[src/hw/rtl/rdm_pkg.sv]
`default_nettype none

package rdm_pkg;

	localparam int DATA_W     = 32;
	localparam int TZ_W       = 5;
	localparam int K_W        = 6;
	// log2 of DATA_W factors (1 + x^(2^i)) give the inverse modulo 2^DATA_W.
	localparam int INV_ROUNDS = 5;

	typedef enum logic [1:0] {
		ST_OK        = 2'd0,
		ST_DIV_ZERO  = 2'd1,
		ST_BAD_ZEROS = 2'd2
	} status_t;

	typedef struct packed {
		logic [DATA_W-1:0] dividend;
		logic [DATA_W-1:0] divisor;
	} req_t;

	typedef struct packed {
		logic [DATA_W-1:0] quotient;
		status_t           status;
	} rsp_t;

	// Per-item data that rides along the inversion rounds.
	typedef struct packed {
		logic [DATA_W-1:0] ao;
		logic [TZ_W-1:0]   sh;
		status_t           status;
		logic [K_W-1:0]    k;
	} side_t;

endpackage

`default_nettype wire

[src/hw/rtl/rdm_back.sv]
`default_nettype none

module rdm_back (
	input  logic                        clk,
	input  logic                        arst_n,
	input  logic                        en,
	input  logic                        in_valid,
	input  logic [rdm_pkg::DATA_W-1:0]  inv,
	input  rdm_pkg::side_t              side_in,
	output logic                        out_valid,
	output rdm_pkg::rsp_t               rsp
);
	import rdm_pkg::*;

	logic              valid_s8;
	logic [DATA_W-1:0] p_s8;
	logic [TZ_W-1:0]   sh_s8;
	status_t           status_s8;
	logic [K_W-1:0]    k_s8;
	logic [DATA_W-1:0] mask;

	logic              valid_s9;
	rsp_t              rsp_s9;

	always_comb begin
		mask = '1;
		if (k_s8 < K_W'(DATA_W)) mask = ~({DATA_W{1'b1}} << k_s8);
	end

	always_ff @(posedge clk or negedge arst_n) begin
		if (!arst_n) begin
			valid_s8 <= 1'b0;
			valid_s9 <= 1'b0;
		end else if (en) begin
			valid_s8 <= in_valid;
			valid_s9 <= valid_s8;
		end
	end

	always_ff @(posedge clk) begin
		if (en) begin
			p_s8      <= side_in.ao * inv;
			sh_s8     <= side_in.sh;
			status_s8 <= side_in.status;
			k_s8      <= side_in.k;
			rsp_s9.quotient <= (status_s8 == ST_OK) ? ((p_s8 << sh_s8) & mask) : '0;
			rsp_s9.status   <= status_s8;
		end
	end

	assign out_valid = valid_s9;
	assign rsp       = rsp_s9;

endmodule

`default_nettype wire

[config.mk]
export PLATFORM = sky130hd
export DESIGN_NAME = rdm_back
export DESIGN_NICKNAME = d
export VERILOG_FILES = /design/src/hw/rtl/rdm_pkg.sv /design/src/hw/rtl/rdm_back.sv
export SDC_FILE = /design/constraint.sdc
export NUM_CORES = 1
export LEC_CHECK = 0
export ABC_AREA = 1
export BUFFER_PORTS_ARGS = -buffer_cell sky130_fd_sc_hd__buf_2
export CAP_MARGIN = 15
export CORE_UTILIZATION = 55
export DETAILED_ROUTE_END_ITERATION = 7
export PLACE_DENSITY = 0.83
export SLEW_MARGIN = 15
export SYNTH_ARGS = -nofsm -noshare
export SYNTH_HDL_FRONTEND = slang
export SYNTH_SLANG_ARGS = --single-unit
[constraint.sdc]
create_clock -name clk -period 2.5 [get_ports clk]
set_input_delay 0.5 -clock clk [delete_from_list [all_inputs] [get_ports clk]]
set_output_delay 0.5 -clock clk [all_outputs]
set_load 0.005 [all_outputs]
==> out/results.tsv <==
stage	metric	value	unit
job	maxCapViolCount	0	
yosys	yosys.cell_types.count	50	
placed_design	port_buffers	115	
clock_network	cts-root-buf	clkbuf_16	
layout	fillers	2697	
clock_network	clkLatencyLatePin	0.34	ns
outcome	run_status	complete, but fails checks	
placed_design	dp_cells	3572	
sta	fin_hold_ws	0.334	ns
sta	clock.fmax	0.158	GHz
sta	fin_crit	6.35	ns
global_route	grt_pass1_vias	20800	
placed_design	pre_cts_slack	-4.17	ns
yosys	synth.area.top_cells	fa_1, nand2_1, inv_1, edfxtp_1, ha_1	
setup_path	max_stage_delay	0.57	ns
global_route	gr-total-overflow	0	
sta	finalHoldViolations	0	
die	rows	71	
sta	drv_slew	0	
global_route	gr-usage-met3	3.75	%
layout	regArea	2420	µm²
setup_path	cp_common_cell	fa_1	
layout	final_util	70.2	%
sta	slew_headroom	58.9	%
yosys	synth_fp_nets	3428	
die	io_pins	116	
yosys	synth_edf_count	79	
setup_path	cp-start-kind	input pin	
yosys	syn_area_per_cell	7.55	µm²
setup_path	critical_path_class	in2reg	
routing	dr.pass1.iters	8	
global_route	grt_max_degree	44	
yosys	yosysTopAreaCell	fa_1	
yosys	ys_seq_elements	81	
routing	drtIter0Drc	1640	
layout	fin_nets	3724	
die	die_h	199	µm
routing	viasPerCell	5.38	
global_route	antenna_found_initial	0	
yosys	synth-async-reset-ratio	2.47	%
global_route	top_usage_layer	met2	
routing	wl_per_cell	18.0	µm
yosys	seq_area_frac_synth	11.4	%
setup_path	crit_chain	buf_6, nand2_1, inv_1, fa_1, fa_1, fa_1, inv_1, fa_1, inv_2, fa_1, inv_1, fa_1, inv_1, fa_1, fa_2, ha_4, a21oi_2, o21ai_1, a21oi_1, nand3_2, buf_4, a21oi_2, xnor2_1	
global_route	use_met2	60.9	%
placed_design	dp_hpwl	51000	µm
routing	wl	65100	µm
layout	mostFrequentLayoutCells	nand2_1, inv_1, fa_1	
yosys	synth-main-ff-cell	edfxtp_1	
sta	fin_crit_sh	254	%
sta	worst_slew_pin_slew	0.601	ns
yosys	syn_area	21300	µm²
global_route	grt_pass1_wl	101000	µm
sta	fin_ws	-3.85	ns
die	start_util	56.2	%
global_route	track_usage	32.9	%
min_path	hold_class	in2reg	
yosys	syn_inst	2816	
clock_network	cts_tree	built	
outcome	violations	negative setup slack	
setup_path	cpMaxStageDelayCell	fa_2	
setup_path	cp-end-kind	register	
clock_network	clk_pin_slew_worst_paths	0.06	ns
sta	fin_skew	0.00578	ns
die	die_w	199	µm
routing	vias	19500	
clock_network	numCtsBuffers	9	
sta	setup_viol	29	
sta	rsz0062_at_grt	true	
layout	instances_no_fill	3628	
setup_path	arrival	6.43	ns
clock_network	clock-sinks	81	
routing	drc	0	
clock_network	cts.path.max_buffers	2	
placed_design	gp_congestion	0.960	
die	die_area	39400	µm²
routing	antenna_left	0	
die	core	37800	µm²
layout	multiInputGateArea	16600	µm²
layout	final_common_cell	nand2_1	
layout	drive_gt1_share	23.4	%
yosys	yosysWarnings	0	
global_route	met1_usage	38.5	%
setup_path	path_max_fanout	7	
layout	syn2layout_area_growth	24.9	%
setup_path	critPathRequiredTime	2.58	ns
layout	antennaDiodeCount	0	
yosys	yosys.area.top_type_share	38.4	%
clock_network	cts.htree.levels	3	
-- worst max-delay path, delay by kind of cell --
family	cells	cell delay [ns]
xor+xnor	1	0.09
compound gates	4	0.69
simple gates	2	0.26
fa+ha+maj	9	4.28
buf+inv	7	0.60
-- final timing paths --
kind	to	start	cells after the start	slack, ns
hold / removal	k_s8[0]$_DFFE_PP_	side_in[0]	1	0.33
hold reg to reg	rsp[1]$_DFFE_PP_	status_s8[1]$_DFFE_PP_	0	0.48
setup reg to reg	rsp[26]$_SDFFCE_PP0P_	sh_s8[0]$_DFFE_PP_	8	0.28
min in group asynchronous	out_valid$_DFFE_PN0P_	arst_n	2	0.49
max in group asynchronous	valid_s8$_DFFE_PN0P_	arst_n	2	1.92
setup / recovery	p_s8[27]$_DFFE_PP_	side_in[25]	23	-3.85
-- routing by layer --
layer | vias up | part of all wire [%]
met5 | - | 0
met4 | 0 | 5.3
met3 | 300 | 7.6
met2 | 1134 | 52
met1 | 9422 | 36
li1 | 8674 | -
-- synth_stat cells (all sizes together), types with 2 or more instances --
cell type  count
a211oi         7
a21o           5
a21oi         48
a311oi         2
a31oi         11
buf           45
clkbuf        88
dfrtp          2
edfxtp        79
fa           408
ha           123
inv          816
mux2i          7
nand2        863
nand3         80
nand3b         4
nand4          9
nor2          64
nor3           9
nor4           3
o211ai         7
o21a           2
o21ai         80
o21bai         2
o221ai         2
o22ai          3
or2            3
xnor2         12
xor2          23
-- metrics by stage --
step / area, µm² / setup TNS, ns
detailed placement: 24400 / -99.88
CTS: 26000 / -83.72
global route: 26600 / -93.00
finish: 26600 / -89.06
floorplan: 22200 / -83.94
global placement: 24400 / -97.62
-- logic make-up after synthesis --
| group | Yosys count | synth area share [%] |
|---|---|---|
| mux | 7 | 0.330 |
| compound gates | 175 | 4.71 |
| flops | 81 | 11.4 |
| fa+ha+maj | 531 | 45.7 |
| simple gates | 1037 | 19.2 |
| xor+xnor | 35 | 1.48 |
| buf+inv | 950 | 17.2 |
-- final cells by class --
| class | instances | share of cell area [%] |
|---|---|---|
| Timing Repair Buffer | 418 | 13.3 |
| Clock inverter | 5 | 0.325 |
| Inverter | 817 | 11.6 |
| Multi-Input combinational cell | 1785 | 62.4 |
| Clock buffer | 11 | 0.914 |
| Sequential cell | 81 | 9.12 |
| Tap cell | 511 | 2.41 |
-- flip-flops by register name (all words and copies together), names as in the netlist --
| name | cells |
|---|---|
| valid_s8 | 1 |
| k_s8 | 6 |
| rsp | 34 |
| sh_s8 | 5 |
| status_s8 | 2 |
| p_s8 | 32 |
| out_valid | 1 |
-- repair_timing --
item / 4_1_cts / 5_1_grt
setup buffers: 26 / 22
endpoints found under the hold margin: 2 / 0
gates resized for setup: 292 / 133
pin swaps: 171 / 105
hold buffers: 1 / 0
setup endpoints to repair: 29 / 29
gates cloned: 0 / 1
Power is not shown: default switching activity piles up to over one toggle a cycle in this logic, so the estimate is an artifact.
