<file path="src/hw/rtl/rdm_pkg.sv">
`default_nettype none

package rdm_pkg;

	localparam int DATA_W     = 32;
	localparam int TZ_W       = 5;
	localparam int K_W        = 6;
	// log2 of DATA_W factors (1 + x^(2^i)) give the inverse modulo 2^DATA_W.
	localparam int INV_ROUNDS = 5;

	typedef enum logic [1:0] {
		ST_OK        = 2'd0,
		ST_DIV_ZERO  = 2'd1,
		ST_BAD_ZEROS = 2'd2
	} status_t;

	typedef struct packed {
		logic [DATA_W-1:0] dividend;
		logic [DATA_W-1:0] divisor;
	} req_t;

	typedef struct packed {
		logic [DATA_W-1:0] quotient;
		status_t           status;
	} rsp_t;

	// Per-item data that rides along the inversion rounds.
	typedef struct packed {
		logic [DATA_W-1:0] ao;
		logic [TZ_W-1:0]   sh;
		status_t           status;
		logic [K_W-1:0]    k;
	} side_t;

endpackage

`default_nettype wire

</file>
<file path="src/hw/rtl/rdm_front.sv">
`default_nettype none

module rdm_front #(
	parameter int MAX_BITS = 32
) (
	input  logic                        clk,
	input  logic                        arst_n,
	input  logic                        en,
	input  logic                        in_valid,
	input  rdm_pkg::req_t               req,
	input  logic [rdm_pkg::K_W-1:0]     modulus_bits,
	output logic                        out_valid,
	output logic [rdm_pkg::DATA_W-1:0]  x,
	output rdm_pkg::side_t              side
);
	import rdm_pkg::*;

	function automatic logic [TZ_W-1:0] trailing_zeros(input logic [DATA_W-1:0] v);
		logic [TZ_W-1:0] n;
		n = '0;
		for (int i = DATA_W - 1; i >= 0; i--) begin
			if (v[i]) n = TZ_W'(i);
		end
		return n;
	endfunction

	logic [K_W-1:0]    k_eff;
	logic [DATA_W-1:0] mask;
	logic [DATA_W-1:0] a_in;
	logic [DATA_W-1:0] b_in;
	logic [TZ_W-1:0]   za_in;
	logic [TZ_W-1:0]   zb_in;
	status_t           status_in;

	logic              valid_s1;
	logic [DATA_W-1:0] a_s1;
	logic [DATA_W-1:0] b_s1;
	logic [TZ_W-1:0]   za_s1;
	logic [TZ_W-1:0]   zb_s1;
	status_t           status_s1;
	logic [K_W-1:0]    k_s1;

	logic              valid_s2;
	logic [DATA_W-1:0] x_s2;
	side_t             side_s2;

	always_comb begin
		k_eff = modulus_bits;
		if (modulus_bits == '0) begin
			k_eff = K_W'(1);
		end else if (int'(modulus_bits) > MAX_BITS) begin
			k_eff = K_W'(MAX_BITS);
		end
	end

	always_comb begin
		mask = '1;
		if (k_eff < K_W'(DATA_W)) mask = ~({DATA_W{1'b1}} << k_eff);
	end

	assign a_in  = req.dividend & mask;
	assign b_in  = req.divisor & mask;
	assign za_in = trailing_zeros(a_in);
	assign zb_in = trailing_zeros(b_in);

	always_comb begin
		status_in = ST_OK;
		if (b_in == '0) begin
			status_in = ST_DIV_ZERO;
		end else if (a_in != '0 && za_in < zb_in) begin
			status_in = ST_BAD_ZEROS;
		end
	end

	always_ff @(posedge clk or negedge arst_n) begin
		if (!arst_n) begin
			valid_s1 <= 1'b0;
			valid_s2 <= 1'b0;
		end else if (en) begin
			valid_s1 <= in_valid;
			valid_s2 <= valid_s1;
		end
	end

	always_ff @(posedge clk) begin
		if (en) begin
			a_s1      <= a_in;
			b_s1      <= b_in;
			za_s1     <= za_in;
			zb_s1     <= zb_in;
			status_s1 <= status_in;
			k_s1      <= k_eff;
		end
	end

	// A failed or zero dividend leaves a zero odd part, so the product is zero.
	always_ff @(posedge clk) begin
		if (en) begin
			x_s2           <= DATA_W'(1) - (b_s1 >> zb_s1);
			side_s2.ao     <= (status_s1 == ST_OK) ? (a_s1 >> za_s1) : '0;
			side_s2.sh     <= za_s1 - zb_s1;
			side_s2.status <= status_s1;
			side_s2.k      <= k_s1;
		end
	end

	assign out_valid = valid_s2;
	assign x         = x_s2;
	assign side      = side_s2;

endmodule

`default_nettype wire

</file>
<file path="config.mk">
export PLATFORM = sky130hd
export DESIGN_NAME = rdm_front
export DESIGN_NICKNAME = d
export VERILOG_FILES = /design/src/hw/rtl/rdm_pkg.sv /design/src/hw/rtl/rdm_front.sv
export SDC_FILE = /design/constraint.sdc
export NUM_CORES = 1
export LEC_CHECK = 0
export ABC_CLOCK_PERIOD_IN_PS = 4800
export CAP_MARGIN = 20
export CORE_MARGIN = 2
export CORE_UTILIZATION = 40
export DETAILED_ROUTE_END_ITERATION = 8
export DONT_BUFFER_PORTS = 1
export PLACE_DENSITY_LB_ADDON = 0.1
export SETUP_SLACK_MARGIN = 0.15
export SYNTH_ARGS = -nofsm -noshare
export SYNTH_HDL_FRONTEND = slang
export SYNTH_SLANG_ARGS = --single-unit
</file>
<file path="constraint.sdc">
create_clock -name clk -period 4.8 [get_ports clk]
set_input_delay 0.24 -clock clk [delete_from_list [all_inputs] [get_ports clk]]
set_output_delay 0.24 -clock clk [all_outputs]
set_load 0.02 [all_outputs]
</file>
==> run_results.csv <==
group,metric,value,unit
run_status,run_status,"complete, no violations",
placement,preCtsSetupSlack,0.663,ns
logic_synthesis,synth.mux.area_fraction,19.3,%
logic_synthesis,synth_compound_gate_area_share,17.0,%
clock_tree,clk_pin_slew,0.07,ns
die,die_w,173,um
clock_tree,post_cts_buffers,0,
global_routing,grt_pass1_wl,50500,um
sta,max_freq,242,MHz
routing,routed_via_density,6.01,
placement,gp_congestion,0.954,
global_routing,grt_max_degree,162,
routing,drtIter0Drc,839,
logic_synthesis,yosys.area.top_type,"edfxtp_1",
logic_synthesis,synth_common_cells,"edfxtp_1, nor2_1, nand2_1",
power,power.switching,1390,uW
logic_synthesis,post-synth-top-count-cell,"edfxtp_1",
sta,tns,0,ns
logic_synthesis,synth.area.top_cells,"edfxtp_1, mux4_2, mux2i_1",
finish,regArea,4820,um^2
sta,drv_slew,0,
logic_synthesis,yosysWarnings,0,
logic_synthesis,synth_edf_count,159,
critical_path,critical_path_class,"flop to flop",
critical_path,worstPathRequired,4.97,ns
critical_path,critPathArrivalTime,4.31,ns
power,seqPwrFrac,43.6,%
routing,routed_wl,33000,um
logic_synthesis,ys_async_sr_fraction,1.24,%
global_routing,grt_usage,21.8,%
die,rows,61,
power,power,4310,uW
logic_synthesis,ys_ff_latch,161,
logic_synthesis,synth_fa_ha_area_share,1.16,%
logic_synthesis,synth_top_area_share,41.9,%
clock_tree,htreeDepth,4,
global_routing,grt_pass1_vias,8101,
logic_synthesis,syn_nets,1138,
power,p_int,2920,uW
clock_tree,cts_tree,"done",
routing,post-route-drc-count,0,
placement,dp_hpwl,24600,um
critical_path,ff2ff_setup_slack,0.66,ns
critical_path,cpMaxStageDelayCell,"edfxtp_1",
routing,routedWlPerCell,23.3,um
global_routing,antenna_found_initial,1,
placement,numPortBuffers,0,
clock_tree,clock-sinks,161,
finish,final_area,12400,um^2
critical_path,cpLargestDelayFamily,"simple AND/OR/NAND/NOR gates",
clock_tree,cts_resized,0,
critical_path,crit-reg2reg-capture,"x[27]",
finish,multi_input_area,6050,um^2
sta,skew,0.0209,ns
critical_path,critPathBufInv,1,
critical_path,critical_path_peak_fanout,15,
die,io_pins,152,
logic_synthesis,synthSimpleGateAreaFrac,14.1,%
finish,nFillCells,2682,
critical_path,endpoint,"x[27]",
sta,fin_crit,4.14,ns
routing,dr.pass1.iters,6,
finish,area_growth,8.68,%
power,power_frac_clock,32.9,%
logic_synthesis,yosysSeqAreaShare,42.3,%
logic_synthesis,ys.flop_type,"edfxtp_1",
die,initial_utilization,40.8,%
die,die_h,173,um
critical_path,worstSetupEndpointType,"flop",
sta,setup-violations-final,0,
logic_synthesis,synth_top_family_by_area,"multiplexers",
sta,timing.final.crit_share,86.3,%
clock_tree,clock_latency,0.44,ns
critical_path,reg2regPathDepth,11,
global_routing,grt-ovfl-total,0,
power,p_leak,0.00446,uW
power,power.density,348,nW/um^2
logic_synthesis,synth.avg_cell_area,10.8,um^2
finish,fin_util,44.3,%
run,cap_violations,0,
logic_synthesis,ys_types,81,
sta,rsz0062_at_grt,"no",
critical_path,reg2reg_from,"zb_s1[1]",
clock_tree,cts-buffers-inserted,17,
routing,num_vias,8501,
critical_path,cp.depth,11,
logic_synthesis,syn_area,11400,um^2
sta,fin_ws,0.660,ns
placement,placedInstanceArea,11700,um^2
critical_path,startpoint,"zb_s1[1]",
sta,worst_slew_pin_slew,0.879,ns
routing,drtAntennaViolNets,0,
sta,max_slew_margin,40.9,%
logic_synthesis,syn_inst,1054,
power,irDropWorstVdd,0.227,mV
critical_path,path_cells,"buf_4 > mux4_2 > mux2_2 > o22ai_1 > o21a_1 > ha_1 > o31a_1 > and4_1 > nand4_4 > nor3_1 > a2bb2oi_1",
finish,nets,1107,
power,pwr-share-comb,23.5,%
die,core-area,27900,um^2
clock_tree,clk_path_buf_depth,2,
power,switching_share,32.2,%
sta,finalHoldViolations,0,
clock_tree,cts-root-buf,"clkbuf_16",
critical_path,start_kind,"flop",
logic_synthesis,synth_xor_area_share,1.61,%
hold_path,hold_class,"primary input to flop",
finish,drive_above_1_share,14.6,%
die,die-area,29900,um^2
critical_path,critPathMaxStageDelay,0.78,ns
-- power by group through the flow --
stage / clock network, uW / logic [uW] / registers [uW]
CTS: 1450 / 1010 / 1880
floorplan: 0 / 769 / 1860
global placement: 0 / 976 / 1910
global route: 1510 / 1100 / 1890
finish: 1420 / 1010 / 1880
detailed placement: 0 / 970 / 1910
-- worst min-delay path by stage --
stage / cells past startpoint / from / slack [ns] / to
2_1_floorplan: 0 / arst_n / -0.06 / out_valid
6_report: 1 / req[10] / 0.01 / b_s1[10]
3_5_place_dp: 0 / arst_n / -0.06 / out_valid
3_3_place_gp: 0 / arst_n / -0.06 / out_valid
5_1_grt: 1 / modulus_bits[2] / 0.01 / k_s1[2]
4_1_cts: 1 / req[10] / 0.003 / b_s1[10]
-- worst reg2reg max path, delay by kind of cell (launching register included) --
kind | cells | cell delay, ns
buf+inv | 1 | 0.32
mux | 2 | 0.81
fa+ha+maj | 1 | 0.16
compound gates | 4 | 0.87
flops | 1 | 0.78
simple gates | 3 | 0.94
-- layer usage --
| metal | vias to the layer above | part of all wire [%] | track usage [%] |
|---|---|---|---|
| li1 | 4015 | - | - |
| met4 | 0 | 2.2 | 6.89 |
| met5 | - | 0 | 0 |
| met1 | 4067 | 49 | 33.6 |
| met3 | 47 | 7.2 | 4.77 |
| met2 | 372 | 41 | 30.2 |
-- repair_timing --
item / in CTS / in global routing
endpoints found under the hold margin: 171 / 0
hold buffers: 6 / 0
endpoints found under the setup margin: 0 / 0
-- flip-flops by register name, indices dropped and copies added (netlist names), 2 cells and up --
name,cells
a_s1,32
b_s1,32
k_s1,6
side,45
status_s1,2
x,32
za_s1,5
zb_s1,5
-- kinds of logic after synthesis --
| family | after synthesis |
|---|---|
| buffers and inverters | 127 |
| and+or+nand+nor | 309 |
| xor gates and xnor gates | 21 |
| muxes | 144 |
| AOI/OAI and AO/OA | 282 |
| DFF | 161 |
| adders and majority gates | 10 |
-- cell type report --
| class | count | share of cell area [%] |
|---|---|---|
| tap | 378 | 3.82 |
| multi-input combinational | 766 | 48.9 |
| timing repair buffer | 26 | 1.94 |
| clock inverter | 14 | 1.40 |
| antenna | 1 | 0.0202 |
| clock buffer | 18 | 3.46 |
| sequential | 161 | 38.9 |
| inverter | 51 | 1.55 |
-- placed cells by master, fill, tap and decap left out, drive strengths merged, types with 10 or more instances in the layout --
cell and count:
a21o 13, nand2 74, xnor2 16, inv 53, edfxtp 159, mux2i 62, nor2b 26, clkbuf 18
o21ai 49, mux4 56, buf 21, a21boi 15, a21oi 60, mux2 26, nand3 15, and2 19
nor3 21, o21a 21, a31oi 10, nor2 85, o22ai 20, a211oi 19, nand2b 11
-- stage by stage --
step,std cells,hold slack [ns]
floorplan,1054,-0.0556
global placement,1376,-0.0555
detailed placement,1376,-0.0556
CTS,1414,0.00314
global route,1414,0.0122
finish,1415,0.0109
No activity file was read; power rests on OpenSTA's default activity.
